==> src/hdl/mafh_pkg.sv <==
`timescale 1ns / 1ps

package mafh_pkg;

   // queue between the classify front and the length back end
   localparam int unsigned QueueDepthDefault = 4;

   // field widths
   localparam int unsigned HdrW     = 32;
   localparam int unsigned KbpsW    = 9;
   localparam int unsigned HzW      = 16;
   localparam int unsigned LenW     = 11;
   localparam int unsigned MultW    = 13;
   localparam int unsigned RecipW   = 20;
   localparam int unsigned DivW     = 9;
   localparam int unsigned NumW     = 22;
   localparam int unsigned QuotW    = 13;
   localparam int unsigned RecipShift = 24;
   localparam int unsigned RspDataW = 48;

   localparam logic [LenW-1:0] LenMax = 11'd2047;

   // sync pattern
   localparam logic [7:0] SyncByte    = 8'hFF;
   localparam logic [2:0] SyncTopBits = 3'b111;

   // version codes
   localparam logic [1:0] VER_MPEG25 = 2'd0;
   localparam logic [1:0] VER_RSV    = 2'd1;
   localparam logic [1:0] VER_MPEG2  = 2'd2;
   localparam logic [1:0] VER_MPEG1  = 2'd3;

   // layer codes
   localparam logic [1:0] LAYER_RSV = 2'd0;
   localparam logic [1:0] LAYER_3   = 2'd1;
   localparam logic [1:0] LAYER_2   = 2'd2;
   localparam logic [1:0] LAYER_1   = 2'd3;

   // special index codes
   localparam logic [3:0] BR_FREE   = 4'd0;
   localparam logic [3:0] BR_BAD    = 4'd15;
   localparam logic [1:0] FS_BAD    = 2'd3;
   localparam logic [1:0] MODE_MONO = 2'd3;

   localparam logic [1:0] CH_MONO   = 2'd1;
   localparam logic [1:0] CH_STEREO = 2'd2;

   typedef enum logic [2:0] {
      ST_OK          = 3'd0,
      ST_NO_SYNC     = 3'd1,
      ST_RSV_VERSION = 3'd2,
      ST_RSV_LAYER   = 3'd3,
      ST_BAD_BITRATE = 3'd4,
      ST_BAD_RATE    = 3'd5,
      ST_FREE_FORMAT = 3'd6
   } status_type;

   // bit rate tables: V1 L1, V1 L2, V1 L3, V2 L1, V2 L2/L3
   localparam logic [KbpsW-1:0] RATE_TAB [5][16] = '{
      '{9'd0, 9'd32, 9'd64, 9'd96, 9'd128, 9'd160, 9'd192, 9'd224,
        9'd256, 9'd288, 9'd320, 9'd352, 9'd384, 9'd416, 9'd448, 9'd0},
      '{9'd0, 9'd32, 9'd48, 9'd56, 9'd64, 9'd80, 9'd96, 9'd112,
        9'd128, 9'd160, 9'd192, 9'd224, 9'd256, 9'd320, 9'd384, 9'd0},
      '{9'd0, 9'd32, 9'd40, 9'd48, 9'd56, 9'd64, 9'd80, 9'd96,
        9'd112, 9'd128, 9'd160, 9'd192, 9'd224, 9'd256, 9'd320, 9'd0},
      '{9'd0, 9'd32, 9'd48, 9'd56, 9'd64, 9'd80, 9'd96, 9'd112,
        9'd128, 9'd144, 9'd160, 9'd176, 9'd192, 9'd224, 9'd256, 9'd0},
      '{9'd0, 9'd8, 9'd16, 9'd24, 9'd32, 9'd40, 9'd48, 9'd56,
        9'd64, 9'd80, 9'd96, 9'd112, 9'd128, 9'd144, 9'd160, 9'd0}
   };

   // sample rate tables: MPEG1, MPEG2, MPEG2.5
   localparam logic [HzW-1:0] FS_TAB [3][4] = '{
      '{16'd44100, 16'd48000, 16'd32000, 16'd0},
      '{16'd22050, 16'd24000, 16'd16000, 16'd0},
      '{16'd11025, 16'd12000, 16'd8000,  16'd0}
   };

   // decoded fields that go out unchanged
   typedef struct packed {
      status_type         status;
      logic [1:0]         version_code;
      logic [1:0]         layer_code;
      logic [KbpsW-1:0]   bitrate_kbps;
      logic [HzW-1:0]     sample_rate_hz;
      logic               padding_bit;
      logic [1:0]         channel_count;
   } hdr_fields_type;

   // length = floor(kbps * mult / divisor), via reciprocal
   typedef struct packed {
      logic [MultW-1:0]  mult;
      logic [RecipW-1:0] recip;
      logic [DivW-1:0]   divisor;
   } div_param_type;

   typedef struct packed {
      hdr_fields_type fields;
      logic           len_en;
      logic           layer1;
      div_param_type  div;
   } hdr_entry_type;

   // forward side of a word handoff
   typedef struct packed {
      logic          valid;
      hdr_entry_type entry;
   } hdr_push_type;

   // 1000 / hz folded into a small ratio per sample rate family
   function automatic div_param_type div_params(logic [1:0] ver, logic [1:0] lay,
                                                logic [1:0] fs_idx);
      div_param_type p;
      logic [7:0]       slots;
      logic [MultW-1:0] m;
      if (lay == LAYER_1) begin
         slots = 8'd12;
      end else if (lay == LAYER_3 && ver != VER_MPEG1) begin
         slots = 8'd72;
      end else begin
         slots = 8'd144;
      end
      m = {5'd0, slots};
      // half and quarter rate versions
      if (ver == VER_MPEG2) begin
         m = m << 1;
      end else if (ver != VER_MPEG1) begin
         m = m << 2;
      end
      case (fs_idx)
         2'd0: begin
            p.mult    = MultW'(m * 13'd10);
            p.recip   = 20'd38043;
            p.divisor = 9'd441;
         end
         2'd1: begin
            p.mult    = m;
            p.recip   = 20'd349525;
            p.divisor = 9'd48;
         end
         default: begin
            p.mult    = m;
            p.recip   = 20'd524288;
            p.divisor = 9'd32;
         end
      endcase
      return p;
   endfunction

endpackage

==> src/hdl/mafh_front.sv <==
`timescale 1ns / 1ps

module mafh_front
   import mafh_pkg::*;
(
   input  logic              clock,
   input  logic              reset,
   input  logic              req_tvalid,
   output logic              req_tready,
   input  logic [HdrW-1:0]   req_tdata,
   output hdr_push_type      push,
   input  logic              push_ready
);

   logic [1:0]       ver;
   logic [1:0]       lay;
   logic [3:0]       br_idx;
   logic [1:0]       fs_idx;
   logic             sync;
   logic [2:0]       rate_sel;
   logic [1:0]       fs_sel;
   hdr_entry_type    entry;

   logic             f_vld_ff, f_vld_in;
   hdr_entry_type    f_entry_ff;

   // header fields
   assign ver    = req_tdata[20:19];
   assign lay    = req_tdata[18:17];
   assign br_idx = req_tdata[15:12];
   assign fs_idx = req_tdata[11:10];
   assign sync   = (req_tdata[31:24] == SyncByte) && (req_tdata[23:21] == SyncTopBits);

   // table selection
   always_comb begin
      if (ver == VER_MPEG1) begin
         rate_sel = 3'(2'd3 - lay);
      end else if (lay == LAYER_1) begin
         rate_sel = 3'd3;
      end else begin
         rate_sel = 3'd4;
      end
      if (ver == VER_MPEG1) begin
         fs_sel = 2'd0;
      end else if (ver == VER_MPEG2) begin
         fs_sel = 2'd1;
      end else begin
         fs_sel = 2'd2;
      end
   end

   // classify and look up
   always_comb begin
      entry.fields.version_code   = ver;
      entry.fields.layer_code     = lay;
      entry.fields.padding_bit    = req_tdata[9];
      entry.fields.channel_count  = (req_tdata[7:6] == MODE_MONO) ? CH_MONO : CH_STEREO;
      entry.fields.sample_rate_hz = '0;
      entry.fields.bitrate_kbps   = '0;
      if (sync && ver != VER_RSV) begin
         entry.fields.sample_rate_hz = FS_TAB[fs_sel][fs_idx];
         if (lay != LAYER_RSV) begin
            entry.fields.bitrate_kbps = RATE_TAB[rate_sel][br_idx];
         end
      end
      if (!sync) begin
         entry.fields.status = ST_NO_SYNC;
      end else if (ver == VER_RSV) begin
         entry.fields.status = ST_RSV_VERSION;
      end else if (lay == LAYER_RSV) begin
         entry.fields.status = ST_RSV_LAYER;
      end else if (br_idx == BR_BAD) begin
         entry.fields.status = ST_BAD_BITRATE;
      end else if (fs_idx == FS_BAD) begin
         entry.fields.status = ST_BAD_RATE;
      end else if (br_idx == BR_FREE) begin
         entry.fields.status = ST_FREE_FORMAT;
      end else begin
         entry.fields.status = ST_OK;
      end
      entry.len_en = (entry.fields.status == ST_OK);
      entry.layer1 = (lay == LAYER_1);
      entry.div    = div_params(ver, lay, fs_idx);
   end

   // one-word holding register
   assign req_tready = !f_vld_ff || push_ready;
   assign f_vld_in   = req_tready ? req_tvalid : f_vld_ff;

   always_ff @(posedge clock) begin
      if (reset) begin
         f_vld_ff <= 1'b0;
      end else begin
         f_vld_ff <= f_vld_in;
      end
   end

   always_ff @(posedge clock) begin
      if (req_tready && req_tvalid) begin
         f_entry_ff <= entry;
      end
   end

   assign push.valid = f_vld_ff;
   assign push.entry = f_entry_ff;

   // a good header always carries both rates
   a_ok_has_rates: assert property (@(posedge clock) disable iff (reset)
      f_vld_ff && f_entry_ff.fields.status == ST_OK |->
         f_entry_ff.fields.bitrate_kbps != '0 && f_entry_ff.fields.sample_rate_hz != '0)
      else $error("good header without bit rate or sample rate");

endmodule

==> src/hdl/mafh_queue.sv <==
`timescale 1ns / 1ps

module mafh_queue
   import mafh_pkg::*;
#(
   parameter int unsigned QUEUE_DEPTH = QueueDepthDefault
)
(
   input  logic         clock,
   input  logic         reset,
   input  hdr_push_type push,
   output logic         push_ready,
   output hdr_push_type pop,
   input  logic         pop_ready
);

   localparam int unsigned PtrW = (QUEUE_DEPTH > 1) ? $clog2(QUEUE_DEPTH) : 1;
   localparam int unsigned CntW = $clog2(QUEUE_DEPTH + 1);
   localparam logic [PtrW-1:0] PtrLast = PtrW'(QUEUE_DEPTH - 1);
   localparam logic [CntW-1:0] CntFull = CntW'(QUEUE_DEPTH);

   hdr_entry_type    slot_ff [QUEUE_DEPTH];
   logic [PtrW-1:0]  wr_ptr_ff, wr_ptr_in;
   logic [PtrW-1:0]  rd_ptr_ff, rd_ptr_in;
   logic [CntW-1:0]  count_ff, count_in;
   logic             do_push, do_pop;

   assign push_ready = (count_ff != CntFull);
   assign do_push    = push.valid && push_ready;
   assign pop.valid  = (count_ff != '0);
   assign pop.entry  = slot_ff[rd_ptr_ff];
   assign do_pop     = pop.valid && pop_ready;

   // pointer and count update
   always_comb begin
      wr_ptr_in = wr_ptr_ff;
      rd_ptr_in = rd_ptr_ff;
      count_in  = count_ff;
      if (do_push) begin
         wr_ptr_in = (wr_ptr_ff == PtrLast) ? '0 : wr_ptr_ff + 1'b1;
      end
      if (do_pop) begin
         rd_ptr_in = (rd_ptr_ff == PtrLast) ? '0 : rd_ptr_ff + 1'b1;
      end
      if (do_push && !do_pop) begin
         count_in = count_ff + 1'b1;
      end else if (do_pop && !do_push) begin
         count_in = count_ff - 1'b1;
      end
   end

   always_ff @(posedge clock) begin
      if (reset) begin
         wr_ptr_ff <= '0;
         rd_ptr_ff <= '0;
         count_ff  <= '0;
      end else begin
         wr_ptr_ff <= wr_ptr_in;
         rd_ptr_ff <= rd_ptr_in;
         count_ff  <= count_in;
      end
   end

   // entry storage
   always_ff @(posedge clock) begin
      if (do_push) begin
         slot_ff[wr_ptr_ff] <= push.entry;
      end
   end

   a_count_bound: assert property (@(posedge clock) disable iff (reset)
      count_ff <= CntFull)
      else $error("queue count above depth");

   a_count_grow: assert property (@(posedge clock) disable iff (reset)
      do_push && !do_pop |=> count_ff == $past(count_ff) + 1'b1)
      else $error("queue count did not follow a lone push");

endmodule

==> src/hdl/mafh_back.sv <==
`timescale 1ns / 1ps

module mafh_back
   import mafh_pkg::*;
(
   input  logic                 clock,
   input  logic                 reset,
   input  hdr_push_type         pop,
   output logic                 pop_ready,
   output logic                 rsp_tvalid,
   input  logic                 rsp_tready,
   output logic [RspDataW-1:0]  rsp_tdata
);

   localparam int unsigned ProdW  = NumW + RecipW;
   localparam int unsigned SlotW  = QuotW + 1;
   localparam int unsigned BytesW = SlotW + 2;

   // stage 1: numerator
   logic             s1_vld_ff;
   hdr_entry_type    s1_entry_ff;
   logic [NumW-1:0]  s1_num_ff;
   // stage 2: quotient estimate
   logic             s2_vld_ff;
   hdr_entry_type    s2_entry_ff;
   logic [NumW-1:0]  s2_num_ff;
   logic [QuotW-1:0] s2_q0_ff;
   // stage 3: back product for the remainder
   logic             s3_vld_ff;
   hdr_entry_type    s3_entry_ff;
   logic [NumW-1:0]  s3_num_ff;
   logic [QuotW-1:0] s3_q0_ff;
   logic [NumW-1:0]  s3_qd_ff;
   // output register
   logic             out_vld_ff;
   hdr_fields_type   out_fields_ff;
   logic [LenW-1:0]  out_len_ff;

   logic             out_rdy, s3_rdy, s2_rdy, s1_rdy;
   logic [ProdW-1:0] recip_prod;
   logic [NumW-1:0]  rem;
   logic [QuotW-1:0] quot;
   logic [SlotW-1:0] slots;
   logic [BytesW-1:0] bytes;
   logic [LenW-1:0]  len;

   // stall chain
   assign out_rdy   = !out_vld_ff || rsp_tready;
   assign s3_rdy    = !s3_vld_ff || out_rdy;
   assign s2_rdy    = !s2_vld_ff || s3_rdy;
   assign s1_rdy    = !s1_vld_ff || s2_rdy;
   assign pop_ready = s1_rdy;

   always_ff @(posedge clock) begin
      if (reset) begin
         s1_vld_ff  <= 1'b0;
         s2_vld_ff  <= 1'b0;
         s3_vld_ff  <= 1'b0;
         out_vld_ff <= 1'b0;
      end else begin
         if (s1_rdy) begin
            s1_vld_ff <= pop.valid;
         end
         if (s2_rdy) begin
            s2_vld_ff <= s1_vld_ff;
         end
         if (s3_rdy) begin
            s3_vld_ff <= s2_vld_ff;
         end
         if (out_rdy) begin
            out_vld_ff <= s3_vld_ff;
         end
      end
   end

   // kbps times folded ratio
   always_ff @(posedge clock) begin
      if (s1_rdy) begin
         s1_entry_ff <= pop.entry;
         s1_num_ff   <= NumW'(pop.entry.fields.bitrate_kbps * pop.entry.div.mult);
      end
   end

   // quotient estimate, low by at most one
   assign recip_prod = ProdW'(s1_num_ff * s1_entry_ff.div.recip);

   always_ff @(posedge clock) begin
      if (s2_rdy) begin
         s2_entry_ff <= s1_entry_ff;
         s2_num_ff   <= s1_num_ff;
         s2_q0_ff    <= recip_prod[RecipShift +: QuotW];
      end
   end

   // estimate times divisor
   always_ff @(posedge clock) begin
      if (s3_rdy) begin
         s3_entry_ff <= s2_entry_ff;
         s3_num_ff   <= s2_num_ff;
         s3_q0_ff    <= s2_q0_ff;
         s3_qd_ff    <= NumW'(s2_q0_ff * s2_entry_ff.div.divisor);
      end
   end

   // correct, pad, scale layer I slots, saturate; zero length for a bad header
   always_comb begin
      rem   = s3_num_ff - s3_qd_ff;
      quot  = (rem >= NumW'(s3_entry_ff.div.divisor)) ? s3_q0_ff + 1'b1 : s3_q0_ff;
      slots = SlotW'(quot) + SlotW'(s3_entry_ff.fields.padding_bit);
      bytes = s3_entry_ff.layer1 ? {slots, 2'b00} : {2'b00, slots};
      if (!s3_entry_ff.len_en) begin
         len = '0;
      end else if (bytes > BytesW'(LenMax)) begin
         len = LenMax;
      end else begin
         len = bytes[LenW-1:0];
      end
   end

   always_ff @(posedge clock) begin
      if (out_rdy) begin
         out_fields_ff <= s3_entry_ff.fields;
         out_len_ff    <= len;
      end
   end

   assign rsp_tvalid = out_vld_ff;
   assign rsp_tdata  = {2'b00, out_len_ff, out_fields_ff.channel_count,
                        out_fields_ff.padding_bit, out_fields_ff.sample_rate_hz,
                        out_fields_ff.bitrate_kbps, out_fields_ff.layer_code,
                        out_fields_ff.version_code, out_fields_ff.status};

   a_len_zero_on_error: assert property (@(posedge clock) disable iff (reset)
      out_vld_ff && out_fields_ff.status != ST_OK |-> out_len_ff == '0)
      else $error("frame length given for a bad header");

   a_s1_holds: assert property (@(posedge clock) disable iff (reset)
      s1_vld_ff && !s2_rdy |=> s1_vld_ff)
      else $error("stalled word dropped from first stage");

endmodule

==> src/hdl/mpeg_audio_frame_header_decode.sv <==
`timescale 1ns / 1ps
// path: front holding register, word queue, back-end stages, output register
// throughput: one header word per cycle unless stalled, set by the three-stage
// reciprocal multiply in the back end and the one-push, one-pop word queue
// reset: synchronous, active high; clears valid bits, queue pointers and count only
// each word is decoded on its own, no state carries between words

module mpeg_audio_frame_header_decode
   import mafh_pkg::*;
#(
   parameter int unsigned QUEUE_DEPTH = QueueDepthDefault
)
(
   input  logic                 clock,
   input  logic                 reset,
   input  logic                 req_tvalid,
   output logic                 req_tready,
   input  logic [HdrW-1:0]      req_tdata,   // header_word
   output logic                 rsp_tvalid,
   input  logic                 rsp_tready,
   // status, version_code, layer_code, bitrate_kbps, sample_rate_hz,
   // padding_bit, channel_count, frame_bytes, zero fill
   output logic [RspDataW-1:0]  rsp_tdata
);

   hdr_push_type front_push;
   logic         front_ready;
   hdr_push_type queue_pop;
   logic         back_ready;

   // classify
   mafh_front u_front (
      .clock      (clock),
      .reset      (reset),
      .req_tvalid (req_tvalid),
      .req_tready (req_tready),
      .req_tdata  (req_tdata),
      .push       (front_push),
      .push_ready (front_ready)
   );

   // decoupling queue
   mafh_queue #(
      .QUEUE_DEPTH (QUEUE_DEPTH)
   ) u_queue (
      .clock      (clock),
      .reset      (reset),
      .push       (front_push),
      .push_ready (front_ready),
      .pop        (queue_pop),
      .pop_ready  (back_ready)
   );

   // frame length
   mafh_back u_back (
      .clock      (clock),
      .reset      (reset),
      .pop        (queue_pop),
      .pop_ready  (back_ready),
      .rsp_tvalid (rsp_tvalid),
      .rsp_tready (rsp_tready),
      .rsp_tdata  (rsp_tdata)
   );

endmodule
==> config.mk <==
export PLATFORM = sky130hd
export DESIGN_NAME = mpeg_audio_frame_header_decode
export DESIGN_NICKNAME = d
export VERILOG_FILES = /design/src/hdl/mafh_pkg.sv /design/src/hdl/mafh_front.sv /design/src/hdl/mafh_queue.sv /design/src/hdl/mafh_back.sv /design/src/hdl/mpeg_audio_frame_header_decode.sv
export SDC_FILE = /design/constraint.sdc
export NUM_CORES = 1
export LEC_CHECK = 0
export BUFFER_PORTS_ARGS = -buffer_cell sky130_fd_sc_hd__buf_2
export CAP_MARGIN = 20
export CORE_MARGIN = 5
export CORE_UTILIZATION = 50
export DETAILED_ROUTE_END_ITERATION = 10
export PLACE_DENSITY = 0.76
export SYNTH_ARGS = -nofsm -noshare
export SYNTH_HDL_FRONTEND = slang
export SYNTH_SLANG_ARGS = --single-unit
==> constraint.sdc <==
create_clock -name clock -period 7.5 [get_ports clock]
set_input_delay 1.5 -clock clock [delete_from_list [all_inputs] [get_ports clock]]
set_output_delay 1.5 -clock clock [all_outputs]
set_load 0.02 [all_outputs]
== Yosys cells after proc, flatten, opt, wreduce, memory -nomap -nowiden ==
Memories as Yosys holds them, arrays and structs flattened. A register that Yosys moved wholly into a read port is not among the register bits.
Index checks and enable logic that the tools add are counted.

* Input bits: 36
* Memories: 2
* Bits in registers: 409
* Memory bits (writable): 316
* Memory bits (read-only): 1152

{| class="wikitable"
|+ Memories
! name !! words !! bits a word !! read ports !! clocked after Yosys merged registers in !! wr ports !! line !! source
|-
| (no name shown) || 8 || 144 || 1 || 0 || 0 || mafh_front.sv:63 || <nowiki>entry.fields.bitrate_kbps = RATE_TAB[rate_sel][br_idx];</nowiki>
|-
| u_queue.slot_ff || 4 || 79 || 1 || 1 || 1 || mafh_queue.sv:22 || <nowiki>hdr_entry_type slot_ff [QUEUE_DEPTH];</nowiki>
|}

* Bitwise logic cells: 4
* $lt $le $gt $ge: 6
* Muxes and demuxes: 38
* $add $sub $neg: 8
* Equality and inequality tests: 16
* Reduce and logical (&&, ||, !) cells: 28
* Multiply operators: 4

{| class="wikitable"
|+ Operators with widths
! kind !! count
|-
| $mux W144 || 2
|-
| $bmux W64 S2 || 1
|-
| $mux W64 || 2
|-
| $pmux W42 S2 || 1
|-
| $mux W16 || 3
|-
| $mul A22 B20 Y37 || 1
|-
| $bmux W9 S4 || 1
|-
| $bmux W16 S2 || 1
|-
| $mux W3 || 10
|-
| $mux W13 || 2
|-
| $ge A22 B9 Y1 || 1
|-
| $mul A13 B9 Y22 || 1
|-
| $mul A9 B13 Y22 || 1
|-
| $sub A22 B22 Y22 || 1
|-
| $mux W9 || 2
|-
| $gt A16 B11 Y1 const B || 1
|-
| $mux W8 || 2
|-
| $add A13 B1 Y14 || 1
|-
| $eq A2 B2 Y1 const B || 7
|-
| $mux W2 || 7
|-
| $add A13 B1 Y13 const B || 1
|-
| $mul A13 B3 Y12 const B || 1
|-
| $mux W11 || 1
|-
| $mux W10 || 1
|-
| 27 further kinds || 52
|}

== Longest topological paths before layout ==
* Word-level depth: 10
* Mapped depth: 28
* Mapped depth without buffers: 26

== By module ==
A second synthesis with hierarchy kept.

* Cell total of the unflattened synthesis: 3765
* Area total of the unflattened synthesis: 47031.4 um^2

{| class="wikitable"
|+ By module, submodules not included
! module !! area an instance (um^2) !! seq. area each (um^2) !! cells an instance !! instances
|-
| mafh_back || 31985.7 || 9629.2 || 2979 || 1
|-
| mafh_queue || 11853.9 || 9669.3 || 461 || 1
|-
| mafh_front || 3191.8 || 1431.4 || 325 || 1
|}

== Least setup slack after synthesis ==
Ideal clock, no wire load.

* Path kind: register to register
* Start: reg u_back.s1_entry_ff[27] (netlist name)
* End: reg u_back.s2_q0_ff[12], data pin
* Buffers on the path: 2
* Data arrival time: 6575 ps
* Period minus slack after synthesis: 6837 ps
* Slack: 663 ps
* Data required time: 7238 ps
* Stages on the path, launching flop included: 27
* Cell sequence: edfxtp_1 clkbuf_1 clkbuf_1 nand2_1 fa_1 inv_1 fa_1 inv_1 fa_1 inv_1 fa_1 fa_1 fa_1 inv_1 fa_1 inv_1 ha_1 a21oi_1 nand2_1 o21ai_0 a31oi_1 a211oi_1 o21ai_0 nand4_1 nand4b_1 a21oi_1 xor2_1

* Cells in the longest elaborated chain, start to end: 1

{| class="wikitable"
|+ Ends and longest elaborated chain
! item !! line !! source
|-
| from (decl) || mafh_back.sv:21 || <nowiki>hdr_entry_type s1_entry_ff;</nowiki>
|-
| from (signal assigned) || mafh_back.sv:79 || <nowiki>s1_entry_ff <= pop.entry;</nowiki>
|-
| $mul A22 B20 Y37 || mafh_back.sv:85 || <nowiki>assign recip_prod = ProdW'(s1_num_ff * s1_entry_ff.div.recip);</nowiki>
|-
| net u_back.recip_prod[36] || mafh_back.sv:40 || <nowiki>logic [ProdW-1:0] recip_prod;</nowiki>
|-
| to (signal assigned) || mafh_back.sv:91 || <nowiki>s2_q0_ff <= recip_prod[RecipShift +: QuotW];</nowiki>
|-
| to (decl) || mafh_back.sv:27 || <nowiki>logic [QuotW-1:0] s2_q0_ff;</nowiki>
|}

The timed path passes the listed nets, and every way through them passes these cells.
A chain may end at the register's enable or synchronous reset.

==> results.py <==
metrics = {
    "status": {
        "status": "complete, no violations",
    },
    "logic_synthesis": {
        "syn-instance-count": 2446,
        "synth_area_um2": 31600,
        "ys_types": 84,
        "synth_enable_flop_cells": 479,
        "synth_seq_cells": 493,
        "ys_warn_count": 0,
        "async_reset_ff_frac": 0,
        "syn_area_per_cell_um2": 12.9,
        "yosys_most_used_dff": "edfxtp_1",
        "ys_seq_area_frac": 0.464,
    },
    "critical_path": {
        "worst-endpoint-arrival_ps": 7380,
        "timing.rr.start": "u_back.s1_entry_ff[7]",
        "crit_fanout": 7,
        "crit_top_cell": "fa_1",
        "start_kind": "register",
        "ff2ff_setup_slack_ps": 440,
        "worstSetupPathType": "register to register",
        "crit_path_max_incr_delay_ps": 550,
        "ff2ff_path_depth": 27,
        "setup.worst_path.end_class": "register",
        "worst_path_max_delay_cell": "fa_1",
        "timing.critical_path.required_ps": 7820,
        "worst_r2r_endpoint": "u_back.s2_q0_ff[10]",
    },
    "finish": {
        "layout_common_cells": "edfxtp_1 (479), inv_1 (455), ha_1 (308), fa_1 (253), nand2_1 (137)",
        "multi_input_area_um2": 15000,
        "area.sequential_um2": 14700,
        "number_of_standard_cells_in_the_layout_taps_in_and_fillers_out": 3446,
        "layout-drive-gt1-share": 0.106,
        "mostFrequentLayoutCell": "edfxtp_1",
        "layout.cell_area.non_filler_um2": 34800,
        "fillers": 5055,
        "number_of_nets_in_the_layout": 3157,
        "area_growth_syn_to_layout_pct": 10.0,
    },
    "detailed_routing": {
        "num_vias": 18500,
        "route.met3.wl_um": 3680,
        "routedWlPerCell_um": 19.8,
        "ant_nets": 0,
        "highest-signal-layer": "met4",
        "drt-total-wl_um": 68300,
        "initialDrtViolationCount": 1365,
        "detail_route.drc_violations": 0,
        "wl_met1_um": 28400,
        "vias_per_cell": 5.37,
        "route.met2.wl_um": 34000,
        "drt_first_pass_iters": 8,
    },
    "grt": {
        "global_route.overflow_total": 0,
        "antenna_found_initial": 3,
        "grt_start_max_net_pins": 86,
        "grt_util_all_layers": 0.204,
        "grt_first_pass_wirelength_um": 109000,
        "first_global_vias": 19600,
    },
    "sta": {
        "fin_worst_hold_slack_ps": 412,
        "tns_ps": 0,
        "timing.final.crit_share": 0.941,
        "slew_headroom": 0.342,
        "post-route-min-period_ps": 7060,
        "grt_setup_unrepaired": "false",
        "final.setup_skew_ps": 24.0,
        "hold_viol": 0,
        "worst_pin_slew_ps": 987,
        "setup_violations": 0,
        "finalMaxSlewViolations": 0,
        "clock.fmax_mhz": 142,
    },
    "clock_network": {
        "tritoncts.num_buffers": 48,
        "clk_transition_reported_paths_ps": 60,
        "cts_max_level": 2,
        "clock_tree.root_cell": "clkbuf_16",
        "cts_tree": "built",
        "clkLatencyLatePin_ps": 590,
        "cts-root-to-sink-buffers": 3,
        "cts_sinks": 493,
    },
    "min_path": {
        "min_path_cells": 0,
        "min_path_type": "register to register",
        "worst_hold_path.endpoint": "u_back.s3_num_ff[10]",
        "hold_path_startpoint": "u_back.s2_num_ff[10]",
    },
    "run": {
        "max_cap_violations": 0,
    },
    "floorplan": {
        "placementRows": 92,
        "die_x_um": 261,
        "io_pins": 86,
        "die_y_um": 261,
        "design.core.area_um2": 62900,
        "floorplan.initialDensity": 0.503,
        "die-area_um2": 68300,
    },
    "placed_design": {
        "dp_hpwl_um": 50900,
        "placed_cells_incl_taps": 3347,
        "gp_congestion": 0.984,
        "portBuffers": 71,
        "place_area_um2": 33100,
    },
}
==> worst max path at each step <==
stage | startpoint | endpoint | slack (ps)
final | u_back.s1_entry_ff[7] | u_back.s2_q0_ff[10] | 440
after CTS | u_back.s1_entry_ff[7] | u_back.s2_q0_ff[12] | 220
after floorplan | u_back.s1_entry_ff[27] | u_back.s2_q0_ff[12] | 660
after detailed placement | u_back.s1_entry_ff[7] | u_back.s2_q0_ff[12] | 250
after global placement | u_back.s1_entry_ff[7] | u_back.s2_q0_ff[12] | 330
after global routing | u_back.s1_entry_ff[7] | u_back.s2_q0_ff[12] | 80
==> synth_stat cells (7+ instances only) <==
master    count  area [µm²]
a211oi_1     11        82.6
a21o_1       19         143
a21oi_1      87         435
a31oi_1      17         106
and2_1       82         513
and3_1       22         138
buf_4         7        52.6
clkbuf_1     52         195
dfxtp_1      14         280
edfxtp_1    479       14400
fa_1        253        5060
ha_1        308        3850
inv_1       457        1720
mux4_2       47        1060
nand2_1     139         522
nand2b_1     10        62.6
nand3_1      27         135
nand3b_1      7        52.6
nand4_1      10        62.6
nor2_1       87         327
nor2b_1      10        62.6
nor3_1       24         120
o211ai_1      9        67.6
o21a_1       19         143
o21ai_0      37         185
o21bai_1     15         113
xnor2_1      55         482
xor2_1       31         272
==> cell type report <==
| class | count | area share |
|---|---|---|
| Antenna cell | 2 | 0.000144 |
| Clock buffer | 62 | 0.0376 |
| Clock inverter | 26 | 0.00680 |
| Inverter | 459 | 0.0496 |
| Multi-Input combinational cell | 1434 | 0.431 |
| Sequential cell | 493 | 0.422 |
| Tap cell | 846 | 0.0305 |
| Timing Repair Buffer | 124 | 0.0226 |
==> kinds of logic after synthesis <==
kind of cell    after synthesis  share of synthesized area
compound gates              273                     0.0574
mux                          56                     0.0366
flops                       493                      0.464
other cells                   1                   0.000119
xor+xnor                     86                     0.0238
buf+inv                     524                     0.0634
simple gates                452                     0.0719
fa+ha+maj                   561                      0.282
==> metrics by stage <==
stage / util / worst slack [ps]
floorplan: - / 663
global route: 0.553 / 81.5
global placement: 0.527 / 328
detailed placement: 0.527 / 253
CTS: 0.551 / 216
finish: 0.553 / 440
==> state kept, by name, summed over array words and instances (netlist names), 22 cells and up, named ones only <==
name,count
u_queue.slot_ff,188
u_front.push,47
u_back.s1_entry_ff,36
u_back.s2_entry_ff,34
u_back.s3_entry_ff,34
u_back.rsp_tdata,30
u_back.s3_qd_ff,22
==> timing repair <==
action / 4_1_cts / 5_1_grt
endpoints found under the setup margin: 0 / 4
endpoints found under the hold margin: 0 / 0
gates resized for setup: 0 / 2
setup buffers: 0 / 7
hold buffers: 0 / 0
==> critical path: cells and delay by family (launching register included) <==
kind	cells	cell delay, ps
buf+inv	8	720
flops	1	510
simple gates	4	510
compound gates	6	1060
xor+xnor	1	90
fa+ha+maj	8	3870
==> per-layer routing <==
| layer | track usage | vias to the layer above |
|---|---|---|
| met5 | 0 | - |
| met4 | 0.0604 | 0 |
| met3 | 0.0258 | 135 |
| met2 | 0.349 | 615 |
| met1 | 0.277 | 9170 |
| li1 | - | 8581 |
Power is left out: the tool's default activity adds up to more than one toggle a clock period on the data nets, which glitch-free logic cannot reach.
